$ cat src/hdl/ets2c_pkg.sv
// ets2c_pkg: widths, constants, types and the month length table
// for the epoch-seconds to calendar converter; depends on nothing
`timescale 1ns / 1ps
`default_nettype none

package ets2c_pkg;

  localparam int EpochW = 32;
  localparam int OffsW  = 16;
  localparam int YearW  = 12;
  localparam int MonW   = 4;
  localparam int DayW   = 5;
  localparam int HourW  = 5;
  localparam int MinW   = 6;
  localparam int SecW   = 6;
  localparam int AluW   = 32;  // holds the local seconds count being stepped down

  localparam logic [AluW-1:0]  SecsPerLeapYr = AluW'(31622400);
  localparam logic [AluW-1:0]  SecsPerYear   = AluW'(31536000);
  localparam logic [AluW-1:0]  SecsPer31Days = AluW'(2678400);
  localparam logic [AluW-1:0]  SecsPer30Days = AluW'(2592000);
  localparam logic [AluW-1:0]  SecsPer29Days = AluW'(2505600);
  localparam logic [AluW-1:0]  SecsPer28Days = AluW'(2419200);
  localparam logic [AluW-1:0]  SecsPerDay    = AluW'(86400);
  localparam logic [AluW-1:0]  SecsPerHour   = AluW'(3600);
  localparam logic [AluW-1:0]  SecsPerMin    = AluW'(60);
  localparam logic [YearW-1:0] EpochYear     = YearW'(1970);
  localparam logic [6:0]       EpochMod100   = 7'd70;
  localparam logic [8:0]       EpochMod400   = 9'd370;
  localparam logic [OffsW-1:0] OffsetReset   = OffsW'(28800);
  localparam logic [MonW-1:0]  LastMonth     = MonW'(11);

  typedef struct packed {
    logic [AluW-1:0] a;
    logic [AluW-1:0] b;
  } alu_req_t;

  typedef struct packed {
    logic [AluW-1:0] diff;
    logic            ge;
  } alu_rsp_t;

  typedef struct packed {
    logic busy;
    logic done;
  } seq_stat_t;

  typedef struct packed {
    logic [YearW-1:0] year;
    logic [MonW-1:0]  month;
    logic [DayW-1:0]  day;
    logic [HourW-1:0] hour;
    logic [MinW-1:0]  minute;
    logic [SecW-1:0]  second;
  } res_t;

  // seconds in a month, index 0 is january
  function automatic logic [AluW-1:0] month_secs(input logic [MonW-1:0] idx,
                                                 input logic leap);
    logic [AluW-1:0] len;
    unique case (idx)
      4'd1:                      len = leap ? SecsPer29Days : SecsPer28Days;
      4'd3, 4'd5, 4'd8, 4'd10:   len = SecsPer30Days;
      default:                   len = SecsPer31Days;
    endcase
    return len;
  endfunction

endpackage

`default_nettype wire

$ cat src/hdl/ets2c_alu.sv
// ets2c_alu: shared compare-and-subtract unit used by every sequencer step
// depends on ets2c_pkg
`timescale 1ns / 1ps
`default_nettype none

module ets2c_alu import ets2c_pkg::*; (
  input  alu_req_t req_i,
  output alu_rsp_t rsp_o
);

  logic [AluW:0] wide;

  assign wide       = {1'b0, req_i.a} - {1'b0, req_i.b};
  assign rsp_o.diff = wide[AluW-1:0];
  assign rsp_o.ge   = ~wide[AluW];

endmodule

`default_nettype wire

$ cat config.mk
export PLATFORM = sky130hd
export DESIGN_NAME = ets2c_alu
export DESIGN_NICKNAME = d
export VERILOG_FILES = /design/src/hdl/ets2c_pkg.sv /design/src/hdl/ets2c_alu.sv
export SDC_FILE = /design/constraint.sdc
export NUM_CORES = 1
export LEC_CHECK = 0
export BUFFER_PORTS_ARGS = -buffer_cell sky130_fd_sc_hd__buf_2
export CORE_MARGIN = 3
export CORE_UTILIZATION = 43
export DETAILED_ROUTE_END_ITERATION = 8
export PLACE_DENSITY = 0.78
export SLEW_MARGIN = 20
export SYNTH_ARGS = -nofsm -noshare
export SYNTH_HDL_FRONTEND = slang
export SYNTH_SLANG_ARGS = --single-unit
export TNS_END_PERCENT = 20
$ cat constraint.sdc
create_clock -name vclk -period 6.1
set_input_delay 1.22 -clock vclk [all_inputs]
set_output_delay 1.22 -clock vclk [all_outputs]
set_load 0.01 [all_outputs]
Word-level counts from Yosys, hierarchy flattened. Cells that the tools add are included.

Output and inout port bits: 33. Register bits after elaboration: 0. Input bits: 64. Word-level logic and storage cells: 2.

Bitwise gates (word level): 1. $add $sub $neg: 1.

Operators by type and width (number): subtractor 32 x 32 -> 33 bit (1); NOT 1 bit (1).

Depth between registers and ports, before layout.
Word-level depth: 2. Gate-level depth with buffers: 11. Gate-level depth less buffers: 11.

Worst setup path after synthesis. OpenSTA, ideal clock, no wires.

Kind: in2out. Start point: input port req_i[32] (netlist bit). End point: output port rsp_o[19] (netlist bit). Required time: 4.880 ns. Stages: 11. Arrival time: 3.230 ns. Buffers on the path: 0. Path slack: 1.650 ns. Cell sequence: inv_1 > ha_1 > fa_1 > nor2b_1 > o31a_1 > o2bb2ai_4 > o21ai_1 > a21oi_1 > or2_1 > a31oi_1 > xor2_1.

RTL lines: start, declared (RTL line ets2c_alu.sv:7) `input alu_req_t req_i,`; end, declared (RTL line ets2c_alu.sv:8) `output alu_rsp_t rsp_o`.

==> flow_summary.yaml <==
drt:
  antenna_left: 0
  drtPass1Iterations: 4
  wl_per_cell_um: 11.16
  drc: 0
  vias_per_cell: 5.080
  first_iter_violations: 77
  num_vias: 1961
  wl_um: 4307
power_and_ir_drop:
  p_sw_frac: 0.5390
  p_switching_mw: 0.1479
  power_density_mw_per_mm2: 123.2
  pwr-share-comb: 1.000
  leakage_nw: 1.307
  p_seq_frac: 0
  power_mw: 0.2745
  p_clk_frac: 0
  p_int_mw: 0.1265
  ir_worst_vdd_uv: 65.84
sta:
  fin_crit_sh: 0.7848
  max_freq_ghz: 0.2089
  setup_tns_ns: 0
  slew_viol_final: 0
  hold_viol_final: 0
  rsz0062_at_grt: "false"
  worst_slack_ns: 1.313
  max_slew.worst_pin.slew_ns: 0.3320
  relSlewSlack: 0.7763
  finalSetupViolations: 0
  hold_ws_ns: 2.800
  period_minus_slack_ns: 4.787
critical_path:
  worstSetupEndpointType: "output pin"
  crit_path_top_delay_cell: "fa_1"
  cp.arrival_ns: 3.57
  path_class: "in -> out"
  worstPathRequired_ns: 4.88
  crit_fanout: 3
  cpPeakStageDelay_ns: 0.41
  startpoint_type: "primary input"
  cp_cell_sequence: "buf_2, ha_1, fa_1, nor2b_1, o31a_1, o2bb2ai_4, o21ai_1, a21oi_1, or2_1, a31oi_1, xor2_1, buf_2"
  cpMostUsedCell: "buf_2"
cells_and_area:
  nFillCells: 373
  final_area_sq_mm: 0.002228
  nFlopsAndLatches: 0
  final_util: 0.5953
  nNetsFinal: 437
  syn_to_final_growth_pct: 30.29
  regArea_sq_um: 0
  multi_input_area_sq_mm: 0.001525
  clock_buffers: 0
  layout.cells.non_filler: 386
  drive_gt1_frac: 0.3166
  diodes: 0
placed_design:
  portBuffers: 97
  post-dp-hpwl_um: 3911
  place_ws_ns: 1.311
  place_inst: 386
  gp_congestion: 0.8641
  place_area_sq_mm: 0.002228
grt:
  grt_pass1_wl_um: 7527
  grt_max_degree: 8
  globalRouteOverflowTotal: 0
  grt_pass1_vias: 1858
  groute.usage.overall: 0.1729
  antenna_found_initial: 0
synthesis:
  synthCells: 244
  synthTopCellsByArea: "ha_1, inv_1, a21oi_1, xnor2_1, xor2_1"
  syn-cell-area_sq_mm: 0.001710
  ys_seq_area_frac: 0
  synth.avg_cell_area_sq_um: 7.010
  post-synth-top-area-cell: "ha_1"
  ys_types: 48
  synth_top_area_frac: 0.2341
  ys_warn_count: 0
  syn_nets: 341
die:
  die_area_sq_mm: 0.004771
  placementRows: 22
  start_util: 0.4569
  num_io_pins: 97
  die_h_um: 69.07
  fp.dieW_um: 69.07
  core_region_area_sq_mm: 0.003744
flow_run:
  cap_violations: 0
clocking:
  cts.repair.resized: 0
  hold_buffers: 0
  postCtsSetupRepairBufs: 0
min_path:
  hold_path_class: "in -> out"
status:
  status: "completed"
cell usage after synthesis (all sizes together):
library cell	count
inv	42
ha	32
a21oi	31
nand2	15
xnor2	15
nor2	13
xor2	13
a21o	12
o21ai	12
o21a	8
a31oi	4
nand3	4
buf	3
nand4	3
nor3	3
o31ai	3
a211oi	2
a31o	2
and3	2
nand2b	2
nor2b	2
or2	2
a2111o	1
a211o	1
a21boi	1
a221o	1
a311oi	1
a41o	1
a41oi	1
and2	1
and4	1
fa	1
o2111ai	1
o211a	1
o211ai	1
o22ai	1
o2bb2ai	1
o31a	1
o41a	1
or3	1
or4	1
layer usage:
metal  track usage  wire, um  vias to the layer above
li1              -         -                     1054
met3       0.02332       237                        0
met5             0         0                        -
met4             0         0                        0
met2        0.3061      2085                       42
met1        0.2354      1984                      865
power groups by stage:
stage	registers [mW]	clock network, mW	logic, mW
finish	0	0	0.274
global route	0	0	0.306
CTS	0	0	0.276
detailed placement	0	0	0.275
global placement	0	0	0.273
floorplan	0	0	0.186
area by class of cell:
cell class	instances	share of cell area
Multi-Input combinational cell	199	0.6844
Timing Repair Buffer	97	0.2179
Inverter	42	0.07075
Tap cell	48	0.02695
logic make-up (layout without fill, tap and decap cells):
| family | count (synthesis) | count (layout) | share of synthesized area |
|---|---|---|---|
| adder cells (fa/ha/maj) | 33 | 33 | 0.2458 |
| AO/OA/AOI/OAI | 88 | 88 | 0.3621 |
| AND/OR/NAND/NOR | 50 | 50 | 0.1405 |
| XOR/XNOR | 28 | 28 | 0.1434 |
| buffers and inverters | 45 | 139 | 0.1083 |
final timing paths:
| kind | depth (start not counted) | startpoint | endpoint |
|---|---|---|---|
| hold / removal | 4 | req_i[0] | rsp_o[1] |
| setup / recovery | 12 | req_i[0] | rsp_o[19] |
worst max-delay path: cells and delay by family:
family / cells / cell delay (ns)
compound gates: 5 / 0.90
simple gates: 2 / 0.40
fa+ha+maj: 2 / 0.62
buf+inv: 2 / 0.25
xor+xnor: 1 / 0.16
cells in the final DEF, fill, tap and decap left out, types with 2 or more instances in the layout:
cell type | Yosys | final
buf_2 | 1 | 97
inv_1 | 42 | 42
ha_1 | 32 | 32
a21oi_1 | 28 | 28
nand2_1 | 15 | 15
xnor2_1 | 15 | 15
xor2_1 | 13 | 13
nor2_1 | 12 | 12
a21o_1 | 12 | 12
o21a_1 | 8 | 8
o21ai_1 | 6 | 6
o21ai_0 | 6 | 6
nand3_1 | 4 | 4
a31oi_1 | 4 | 4
a21oi_2 | 3 | 3
nand4_1 | 3 | 3
nor3_1 | 3 | 3
nor2b_1 | 2 | 2
and3_1 | 2 | 2
a211oi_1 | 2 | 2
nand2b_1 | 2 | 2
o31ai_1 | 2 | 2
No activity file was read; power rests on OpenSTA's default activity.
