`src/hdl/ets2c_pkg.sv`:
```
// ets2c_pkg: widths, constants, types and the month length table
// for the epoch-seconds to calendar converter; depends on nothing
`timescale 1ns / 1ps
`default_nettype none

package ets2c_pkg;

  localparam int EpochW = 32;
  localparam int OffsW  = 16;
  localparam int YearW  = 12;
  localparam int MonW   = 4;
  localparam int DayW   = 5;
  localparam int HourW  = 5;
  localparam int MinW   = 6;
  localparam int SecW   = 6;
  localparam int AluW   = 32;  // holds the local seconds count being stepped down

  localparam logic [AluW-1:0]  SecsPerLeapYr = AluW'(31622400);
  localparam logic [AluW-1:0]  SecsPerYear   = AluW'(31536000);
  localparam logic [AluW-1:0]  SecsPer31Days = AluW'(2678400);
  localparam logic [AluW-1:0]  SecsPer30Days = AluW'(2592000);
  localparam logic [AluW-1:0]  SecsPer29Days = AluW'(2505600);
  localparam logic [AluW-1:0]  SecsPer28Days = AluW'(2419200);
  localparam logic [AluW-1:0]  SecsPerDay    = AluW'(86400);
  localparam logic [AluW-1:0]  SecsPerHour   = AluW'(3600);
  localparam logic [AluW-1:0]  SecsPerMin    = AluW'(60);
  localparam logic [YearW-1:0] EpochYear     = YearW'(1970);
  localparam logic [6:0]       EpochMod100   = 7'd70;
  localparam logic [8:0]       EpochMod400   = 9'd370;
  localparam logic [OffsW-1:0] OffsetReset   = OffsW'(28800);
  localparam logic [MonW-1:0]  LastMonth     = MonW'(11);

  typedef struct packed {
    logic [AluW-1:0] a;
    logic [AluW-1:0] b;
  } alu_req_t;

  typedef struct packed {
    logic [AluW-1:0] diff;
    logic            ge;
  } alu_rsp_t;

  typedef struct packed {
    logic busy;
    logic done;
  } seq_stat_t;

  typedef struct packed {
    logic [YearW-1:0] year;
    logic [MonW-1:0]  month;
    logic [DayW-1:0]  day;
    logic [HourW-1:0] hour;
    logic [MinW-1:0]  minute;
    logic [SecW-1:0]  second;
  } res_t;

  // seconds in a month, index 0 is january
  function automatic logic [AluW-1:0] month_secs(input logic [MonW-1:0] idx,
                                                 input logic leap);
    logic [AluW-1:0] len;
    unique case (idx)
      4'd1:                      len = leap ? SecsPer29Days : SecsPer28Days;
      4'd3, 4'd5, 4'd8, 4'd10:   len = SecsPer30Days;
      default:                   len = SecsPer31Days;
    endcase
    return len;
  endfunction

endpackage

`default_nettype wire

```
`src/hdl/ets2c_seq.sv`:
```
// ets2c_seq: sequencer and working registers; steps whole years, months,
// days, hours and minutes off the local seconds count; depends on ets2c_pkg
`timescale 1ns / 1ps
`default_nettype none

module ets2c_seq import ets2c_pkg::*; (
  input  logic              clk_i,
  input  logic              rst_ni,
  input  logic              start_i,
  input  logic [EpochW-1:0] epoch_i,
  input  logic [OffsW-1:0]  offset_i,
  input  logic              take_i,
  output alu_req_t          alu_req_o,
  input  alu_rsp_t          alu_rsp_i,
  output seq_stat_t         stat_o,
  output res_t              res_o
);

  localparam logic [2:0] StIdle  = 3'd0;
  localparam logic [2:0] StYear  = 3'd1;
  localparam logic [2:0] StMonth = 3'd2;
  localparam logic [2:0] StDay   = 3'd3;
  localparam logic [2:0] StHour  = 3'd4;
  localparam logic [2:0] StMin   = 3'd5;
  localparam logic [2:0] StDone  = 3'd6;

  logic [2:0]        state_q, state_d;
  logic [EpochW-1:0] t_q, t_d;
  logic [YearW-1:0]  year_q, year_d;
  logic [6:0]        y100_q, y100_d;
  logic [8:0]        y400_q, y400_d;
  logic [MonW-1:0]   mon_q, mon_d;
  logic [DayW-1:0]   day_q, day_d;
  logic [HourW-1:0]  hour_q, hour_d;
  logic [MinW-1:0]   min_q, min_d;

  logic              leap;

  assign leap = (year_q[1:0] == 2'd0) && ((y100_q != 7'd0) || (y400_q == 9'd0));

  always_comb begin
    alu_req_o.a = t_q;
    unique case (state_q)
      StYear:  alu_req_o.b = leap ? SecsPerLeapYr : SecsPerYear;
      StMonth: alu_req_o.b = month_secs(mon_q, leap);
      StDay:   alu_req_o.b = SecsPerDay;
      StHour:  alu_req_o.b = SecsPerHour;
      StMin:   alu_req_o.b = SecsPerMin;
      default: alu_req_o.b = SecsPerDay;
    endcase
  end

  always_comb begin
    state_d = state_q;
    t_d     = t_q;
    year_d  = year_q;
    y100_d  = y100_q;
    y400_d  = y400_q;
    mon_d   = mon_q;
    day_d   = day_q;
    hour_d  = hour_q;
    min_d   = min_q;
    unique case (state_q)
      StIdle: begin
        if (start_i) begin
          t_d     = epoch_i + {{(EpochW-OffsW){1'b0}}, offset_i};
          year_d  = EpochYear;
          y100_d  = EpochMod100;
          y400_d  = EpochMod400;
          mon_d   = '0;
          day_d   = '0;
          hour_d  = '0;
          min_d   = '0;
          state_d = StYear;
        end
      end
      StYear: begin
        if (alu_rsp_i.ge) begin
          t_d    = alu_rsp_i.diff;
          year_d = year_q + YearW'(1);
          y100_d = (y100_q == 7'd99) ? 7'd0 : y100_q + 7'd1;
          y400_d = (y400_q == 9'd399) ? 9'd0 : y400_q + 9'd1;
        end else begin
          state_d = StMonth;
        end
      end
      StMonth: begin
        if (alu_rsp_i.ge && (mon_q != LastMonth)) begin
          t_d   = alu_rsp_i.diff;
          mon_d = mon_q + MonW'(1);
        end else begin
          state_d = StDay;
        end
      end
      StDay: begin
        if (alu_rsp_i.ge) begin
          t_d   = alu_rsp_i.diff;
          day_d = day_q + DayW'(1);
        end else begin
          state_d = StHour;
        end
      end
      StHour: begin
        if (alu_rsp_i.ge) begin
          t_d    = alu_rsp_i.diff;
          hour_d = hour_q + HourW'(1);
        end else begin
          state_d = StMin;
        end
      end
      StMin: begin
        if (alu_rsp_i.ge) begin
          t_d   = alu_rsp_i.diff;
          min_d = min_q + MinW'(1);
        end else begin
          state_d = StDone;
        end
      end
      StDone: begin
        if (take_i) begin
          state_d = StIdle;
        end
      end
      default: state_d = StIdle;
    endcase
  end

  always_ff @(posedge clk_i or negedge rst_ni) begin
    if (!rst_ni) begin
      state_q <= StIdle;
    end else begin
      state_q <= state_d;
    end
  end

  always_ff @(posedge clk_i) begin
    t_q    <= t_d;
    year_q <= year_d;
    y100_q <= y100_d;
    y400_q <= y400_d;
    mon_q  <= mon_d;
    day_q  <= day_d;
    hour_q <= hour_d;
    min_q  <= min_d;
  end

  assign stat_o.busy = (state_q != StIdle);
  assign stat_o.done = (state_q == StDone);

  // what is left after the minutes are stepped off is below 60
  assign res_o.year   = year_q;
  assign res_o.month  = mon_q + MonW'(1);
  assign res_o.day    = day_q + DayW'(1);
  assign res_o.hour   = hour_q;
  assign res_o.minute = min_q;
  assign res_o.second = t_q[SecW-1:0];

endmodule

`default_nettype wire

```
`config.mk`:
```
export PLATFORM = sky130hd
export DESIGN_NAME = ets2c_seq
export DESIGN_NICKNAME = d
export VERILOG_FILES = /design/src/hdl/ets2c_pkg.sv /design/src/hdl/ets2c_seq.sv
export SDC_FILE = /design/constraint.sdc
export NUM_CORES = 1
export LEC_CHECK = 0
export ABC_AREA = 1
export BUFFER_PORTS_ARGS = -buffer_cell sky130_fd_sc_hd__clkbuf_2
export CAP_MARGIN = 20
export CORE_MARGIN = 2
export CORE_UTILIZATION = 35
export CTS_CLUSTER_SIZE = 12
export DETAILED_ROUTE_END_ITERATION = 16
export PLACE_DENSITY_LB_ADDON = 0.12
export REMOVE_ABC_BUFFERS = 1
export SLEW_MARGIN = 15
export SYNTH_ARGS = -nofsm -noshare
export SYNTH_HDL_FRONTEND = slang
export SYNTH_SLANG_ARGS = --single-unit
```
`constraint.sdc`:
```
create_clock -name clk_i -period 2.8 [get_ports clk_i]
set_clock_uncertainty 0.1 [all_clocks]
set_input_delay 0 -clock clk_i [delete_from_list [all_inputs] [get_ports clk_i]]
set_output_delay 0 -clock clk_i [all_outputs]
set_load 0.005 [all_outputs]
```
# After elaboration in Yosys (flattened, before gate mapping)
# Cells that the tools add are included.
totals:
  reg_bits: 83
  inputBits: 85
op_classes:
  addsub: 8
  n_eq_ne: 27
  mux: 38
  n_reduce_logical: 23
op_table:
  columns: ["operator", "n"]
  rows:
  - ["$pmux 25 s4", 1]
  - ["$mux 32", 3]
  - ["$pmux 32 s3", 1]
  - ["$pmux 20 s2", 1]
  - ["$mux 18", 2]
  - ["$add 32x16->32", 1]
  - ["$mux 9", 3]
  - ["$mux 12", 2]
  - ["$ne 2x2->1 const B", 12]
  - ["$pmux 12 s2", 1]
  - ["$mux 3", 7]
  - ["$mux 7", 3]
  - ["$pmux 3 s7", 1]
  - ["$pmux 5 s2", 2]
  - ["$pmux 9 s2", 1]
  - ["$mux 5", 3]
  - ["$reduce_and 3->1", 5]
  - ["$pmux 7 s2", 1]
  - ["$add 12x1->12 const B", 1]
  - ["$mux 6", 2]
  - ["$pmux 6 s2", 1]
  - ["$add 5x1->5 const B", 2]
  - ["$reduce_bool 2->1", 5]
  - ["$add 9x1->9 const B", 1]
  - ["other kinds (26)", 34]

# Logic depth before layout (Yosys ltp)
depth:
  word_depth: 6
  ltp_mapped: 13
  ltp_nobuf: 13

# Least setup slack after synthesis
# Ideal clock, no wire load.
synth_path:
  path_type: "register -> register"
  from: "reg mon_q[0]"
  to: "reg t_q[0], enable pin"
  setup_time_ps: 421
  t_arrival_ps: 2304
  t_required_ps: 2279
  setup_slack_ps: -26
  stages_incl_launch_ff: 7
  n_path_buf: 0
  period_less_slack_ps: 2826
  cell_sequence: "edfxtp_1 ha_1 inv_1 o21ai_0 nand2_1 nand2_1 nor2_1"
synth_via:
  elab_chain_len: 4
synth_lines:
  columns: ["item", "line_no", "rtl"]
  rows:
  - ["start, declared", "ets2c_seq.sv:32", "logic [MonW-1:0] mon_q, mon_d;"]
  - ["start signal, assigned", "ets2c_seq.sv:141", "mon_q <= mon_d;"]
  - ["$ne 4x4->1", "ets2c_seq.sv:88", "if (alu_rsp_i.ge && (mon_q != LastMonth)) begin"]
  - ["$logic_and 1x1->1", "ets2c_seq.sv:88", null]
  - ["$ne 2x2->1 (no line)", null, null]
  - ["$reduce_and 4->1 (no line)", null, null]
  - ["end signal, assigned", "ets2c_seq.sv:137", "t_q <= t_d;"]
  - ["end, declared", "ets2c_seq.sv:28", "logic [EpochW-1:0] t_q, t_d;"]
# No other way between the ends.
# A chain may end at the register's enable or synchronous reset.

# Worst setup path in the final report
layout_path:
  from: "reg state_q[0]"
  to: "reg t_q[23], data pin"
layout_via:
  elab_chain_len: 3
layout_lines:
  columns: ["item", "line_no", "rtl"]
  rows:
  - ["start, declared", "ets2c_seq.sv:27", "logic [2:0] state_q, state_d;"]
  - ["start signal, assigned", "ets2c_seq.sv:130", "state_q <= StIdle;"]
  - ["start signal, assigned", "ets2c_seq.sv:132", "state_q <= state_d;"]
  - ["$eq 3x3->1 (tied with other cells)", "ets2c_seq.sv:63", "unique case (state_q)"]
  - ["$reduce_or 4->1 (no line)", null, null]
  - ["$pmux 32 s3 (*)", "ets2c_seq.sv:63", null]
  - ["via t_d[23]", "ets2c_seq.sv:28", null]
# The timed path passes the listed nets; every way through them passes the cells marked *.

==> impl_metrics.sql <==
INSERT INTO impl_metrics (metric_group, metric, value, unit) VALUES
('floorplan', 'pin_count', '189', ''),
('clocking', 'clock-root-buffer', 'sky130_fd_sc_hd__clkbuf_16', ''),
('power', 'p_seq_share', '35.8', '%'),
('timing', 'timing_max_transition_violations_final', '0', ''),
('grt', 'grt_first_pass_wirelength', '26230', 'um'),
('logic_synthesis', 'synthDominantCellAreaShare', '39.64', '%'),
('clocking', 'clkSlewWorstSetupHoldPaths', '60', 'ps'),
('logic_synthesis', 'ys_warn_count', '0', ''),
('logic_synthesis', 'synth.ff_latch_count', '83', ''),
('clocking', 'numCtsBuffers', '9', ''),
('min_path', 'timing.hold.worst.start', 'epoch_i[24]', ''),
('power', 'combPwrFrac', '47.9', '%'),
('timing', 'layout_worst_path_cycle_share', '86.27', '%'),
('grt', 'gr_overflow_total', '0', ''),
('clocking', 'numClockSinks', '83', ''),
('clocking', 'cts_tree', 'done', ''),
('grt', 'largest_net_degree_at_the_start_of_global_routing', '33', ''),
('logic_synthesis', 'post_synth_num_cell_types', '40', ''),
('floorplan', 'die_width', '135.6', 'um'),
('critical_path', 'critical_path_peak_fanout', '27', ''),
('cells_and_area', 'layout.area.seq', '2477', 'sq um'),
('timing', 'count_of_final_setup_violators', '0', ''),
('floorplan', 'die_span_in_y', '135.6', 'um'),
('critical_path', 'critPathArrivalTime', '2410', 'ps'),
('timing', 'period_minus_slack', '2416', 'ps'),
('grt', 'grt_util_met1', '23.75', '%'),
('power', 'sw_frac_of_total', '41.73', '%'),
('critical_path', 'timing.critical_path.required', '2800', 'ps'),
('cells_and_area', 'antenna_cells', '0', ''),
('critical_path', 'worst-setup-path-type', 'flip-flop to flip-flop', ''),
('routing', 'initialDrtViolationCount', '293', ''),
('cells_and_area', 'multiInputGateArea', '2947', 'sq um'),
('critical_path', 'crit_path_start', 'state_q[0]$_DFFE_PN0P_', ''),
('floorplan', 'start_util', '35.41', '%'),
('critical_path', 'crit_family', 'simple AND/OR/NAND/NOR gates', ''),
('logic_synthesis', 'synth_largest_area_cell', 'sky130_fd_sc_hd__edfxtp_1', ''),
('logic_synthesis', 'post_synth_inst_count', '820', ''),
('critical_path', 'regToRegSetupSlack', '380', 'ps'),
('critical_path', 'critPathCaptureType', 'flip-flop', ''),
('clocking', 'postCtsSetupBuffers', '0', ''),
('critical_path', 'crit_path_cells', 'nor2_2 > nand2_4 > nand2_2 > nor2_2 > inv_2 > nor2_4 > inv_2 > buf_4 > nand2_1 > nand2_1', ''),
('min_path', 'whs_endpoint', 't_q[24]$_DFFE_PP_', ''),
('min_path', 'hold_path_class', 'primary input to flip-flop', ''),
('grt', 'antenna_found_initial', '0', ''),
('grt', 'met2_usage', '31.37', '%'),
('cells_and_area', 'syn2layout_area_growth', '30.00', '%'),
('critical_path', 'timing.critical_path.from_type', 'flip-flop', ''),
('cells_and_area', 'proportion_of_layout_cells_with_a_drive_suffix_above_1', '21.37', '%'),
('power', 'areal_power_density_over_the_cells', '939.3', 'nW/um^2'),
('critical_path', 'timing.rr.end', 't_q[23]$_DFFE_PP_', ''),
('cells_and_area', 'num-fill-cells', '1796', ''),
('critical_path', 'r2r-start', 'state_q[0]$_DFFE_PN0P_', ''),
('timing', 'fmax', '0.4140', 'GHz'),
('power', 'power.share.clock', '16.3', '%'),
('floorplan', 'core_area', '17120', 'sq um'),
('cells_and_area', 'fin_nets', '1158', ''),
('outcome', 'run_status', 'finished clean', ''),
('logic_synthesis', 'mappedNetlistArea', '6061', 'sq um'),
('grt', 'grt_use_met3', '2.394', '%'),
('routing', 'wire_per_inst', '12.93', 'um'),
('critical_path', 'worst_path_max_delay_cell', 'sky130_fd_sc_hd__dfrtp_1', ''),
('floorplan', 'placement_rows', '48', ''),
('clocking', 'cts.path.max_buffers', '2', ''),
('cells_and_area', 'fraction_of_the_core_area_covered_by_cells_at_the_end_of_the_flow', '46.03', '%'),
('logic_synthesis', 'post_synth.cell_area_avg', '7.391', 'sq um'),
('critical_path', 'worstRegToRegCells', '10', ''),
('placed_design', 'io_buffers', '177', ''),
('power', 'peak_supply_drop', '366.7', 'uV'),
('routing', 'vias', '5814', ''),
('min_path', 'hold-path-cell-count', '4', ''),
('clocking', 'htree_num_levels', '3', '');
==> cell type report <==
cell class              instances  area share (%)
clock inverters                 3          0.5082
repair buffers                231           17.85
inverters                     127           6.050
multi-input cells             591           37.40
clock buffers                  13           3.176
well taps                     225           3.573
flip-flops and latches         83           31.44
==> worst max path at each step <==
stage                   endpoint  slack, ps  depth (start not counted)
3_3_place_gp   t_q[19]$_DFFE_PP_        290                         10
6_report       t_q[23]$_DFFE_PP_        380                         10
3_5_place_dp   t_q[29]$_DFFE_PP_        180                         10
5_1_grt        t_q[14]$_DFFE_PP_        140                         10
2_1_floorplan   t_q[0]$_DFFE_PP_        -30                          6
4_1_cts        t_q[20]$_DFFE_PP_        170                         10
==> worst register-to-register path: stages (launching register included) <==
cell,delay (ps)
sky130_fd_sc_hd__dfrtp_1,490
sky130_fd_sc_hd__nor2_2,120
sky130_fd_sc_hd__nand2_4,140
sky130_fd_sc_hd__nand2_2,90
sky130_fd_sc_hd__nor2_2,110
sky130_fd_sc_hd__inv_2,100
sky130_fd_sc_hd__nor2_4,340
sky130_fd_sc_hd__inv_2,300
sky130_fd_sc_hd__buf_4,270
sky130_fd_sc_hd__nand2_1,70
sky130_fd_sc_hd__nand2_1,60
==> cell usage in the layout, fill, tap and decap left out, types with 3 or more instances in the layout <==
cell / n
sky130_fd_sc_hd__a21oi_1: 21
sky130_fd_sc_hd__buf_4: 8
sky130_fd_sc_hd__clkbuf_1: 3
sky130_fd_sc_hd__clkbuf_16: 9
sky130_fd_sc_hd__clkbuf_2: 177
sky130_fd_sc_hd__conb_1: 11
sky130_fd_sc_hd__dfrtp_1: 3
sky130_fd_sc_hd__dlygate4sd3_1: 46
sky130_fd_sc_hd__edfxtp_1: 80
sky130_fd_sc_hd__ha_1: 29
sky130_fd_sc_hd__inv_1: 124
sky130_fd_sc_hd__inv_2: 3
sky130_fd_sc_hd__nand2_1: 266
sky130_fd_sc_hd__nand3_1: 53
sky130_fd_sc_hd__nand3b_1: 7
sky130_fd_sc_hd__nand4_1: 10
sky130_fd_sc_hd__nor2_1: 73
sky130_fd_sc_hd__nor2_2: 5
sky130_fd_sc_hd__nor3_1: 25
sky130_fd_sc_hd__o21ai_0: 25
sky130_fd_sc_hd__o21ai_1: 11
sky130_fd_sc_hd__or2_2: 11
sky130_fd_sc_hd__xnor2_1: 19
sky130_fd_sc_hd__xor2_1: 3
==> what timing repair did <==
action / in CTS / in global routing
hold buffers: 46 / 0
endpoints found under the hold margin: 35 / 0
resized for setup: 0 / 0
endpoints found under the setup margin: 0 / 13
==> per-stage QoR <==
stage               instances  setup slack (ps)  hold slack (ps)  total power, uW  area (sq um)
detailed placement       1210             180.2           -292.8             6190          7122
finish                   1273             384.4            25.85             7400          7879
floorplan                 800            -25.58           -395.6             4587          5883
CTS                      1272             172.4            6.592             7475          7873
global placement         1210             290.3           -293.2             6180          7122
global route             1273             143.5            22.22             8077          7879
==> registers in the layout, summed over array words and instances, names as in the netlist <==
name	cells
min_q	6
hour_q	5
t_q	32
year_q	12
state_q	3
y100_q	7
day_q	5
y400_q	9
mon_q	4
==> power by group through the flow <==
stage | clock network (uW) | logic, uW | registers, uW
2_1_floorplan | 0 | 1920 | 2660
3_3_place_gp | 0 | 3500 | 2680
3_5_place_dp | 0 | 3520 | 2670
4_1_cts | 1240 | 3580 | 2660
5_1_grt | 1280 | 4060 | 2730
6_report | 1210 | 3540 | 2650
==> per-layer routing <==
| layer | vias up | part of all wire [%] | routed length, um |
|---|---|---|---|
| met4 | 0 | 0.89 | 146 |
| li1 | 3064 | - | - |
| met1 | 2596 | 46 | 7651 |
| met5 | - | 0 | 0 |
| met3 | 10 | 4.3 | 713 |
| met2 | 144 | 48 | 7951 |
==> synth_stat cells <==
library cell                count
sky130_fd_sc_hd__buf_2          4
sky130_fd_sc_hd__nand2_4        1
sky130_fd_sc_hd__o21ai_0       25
sky130_fd_sc_hd__a2111oi_0      1
sky130_fd_sc_hd__ha_1          29
sky130_fd_sc_hd__o2111ai_1      1
sky130_fd_sc_hd__nand3_2        1
sky130_fd_sc_hd__nor2_1        75
sky130_fd_sc_hd__nor3_1        25
sky130_fd_sc_hd__buf_4         22
sky130_fd_sc_hd__a31oi_1        2
sky130_fd_sc_hd__o21bai_1       1
sky130_fd_sc_hd__fa_1           1
sky130_fd_sc_hd__xor2_1         3
sky130_fd_sc_hd__conb_1         1
sky130_fd_sc_hd__nor2_4         1
sky130_fd_sc_hd__nand3_1       53
sky130_fd_sc_hd__inv_2          3
sky130_fd_sc_hd__buf_1          1
sky130_fd_sc_hd__o211ai_1       1
sky130_fd_sc_hd__a21boi_0       1
sky130_fd_sc_hd__edfxtp_1      80
sky130_fd_sc_hd__a21oi_1       21
sky130_fd_sc_hd__o31ai_1        2
sky130_fd_sc_hd__xnor2_1       19
sky130_fd_sc_hd__inv_1        124
sky130_fd_sc_hd__and2_1         1
sky130_fd_sc_hd__nor2_2         3
sky130_fd_sc_hd__nor4_1         2
sky130_fd_sc_hd__buf_6          2
sky130_fd_sc_hd__nor3b_1        2
sky130_fd_sc_hd__clkbuf_1       1
sky130_fd_sc_hd__and2_2         1
sky130_fd_sc_hd__nand4_1       10
sky130_fd_sc_hd__nand3b_1       7
sky130_fd_sc_hd__nand2_1      266
sky130_fd_sc_hd__nand2_2        2
sky130_fd_sc_hd__or2_2         11
sky130_fd_sc_hd__dfrtp_1        3
sky130_fd_sc_hd__o21ai_1       11
==> logic make-up (layout without fill, tap and decap cells) <==
group / count (synthesis) / count (layout) / synth area share, %
xor+xnor: 22 / 22 / 3.179
buf+inv: 157 / 374 / 11.42
simple gates: 461 / 462 / 32.33
flops: 83 / 83 / 40.88
fa+ha+maj: 30 / 30 / 6.317
other cells: 1 / 11 / 0.06187
compound gates: 66 / 66 / 5.822
Note: power is estimated with default switching activity, not from simulation.
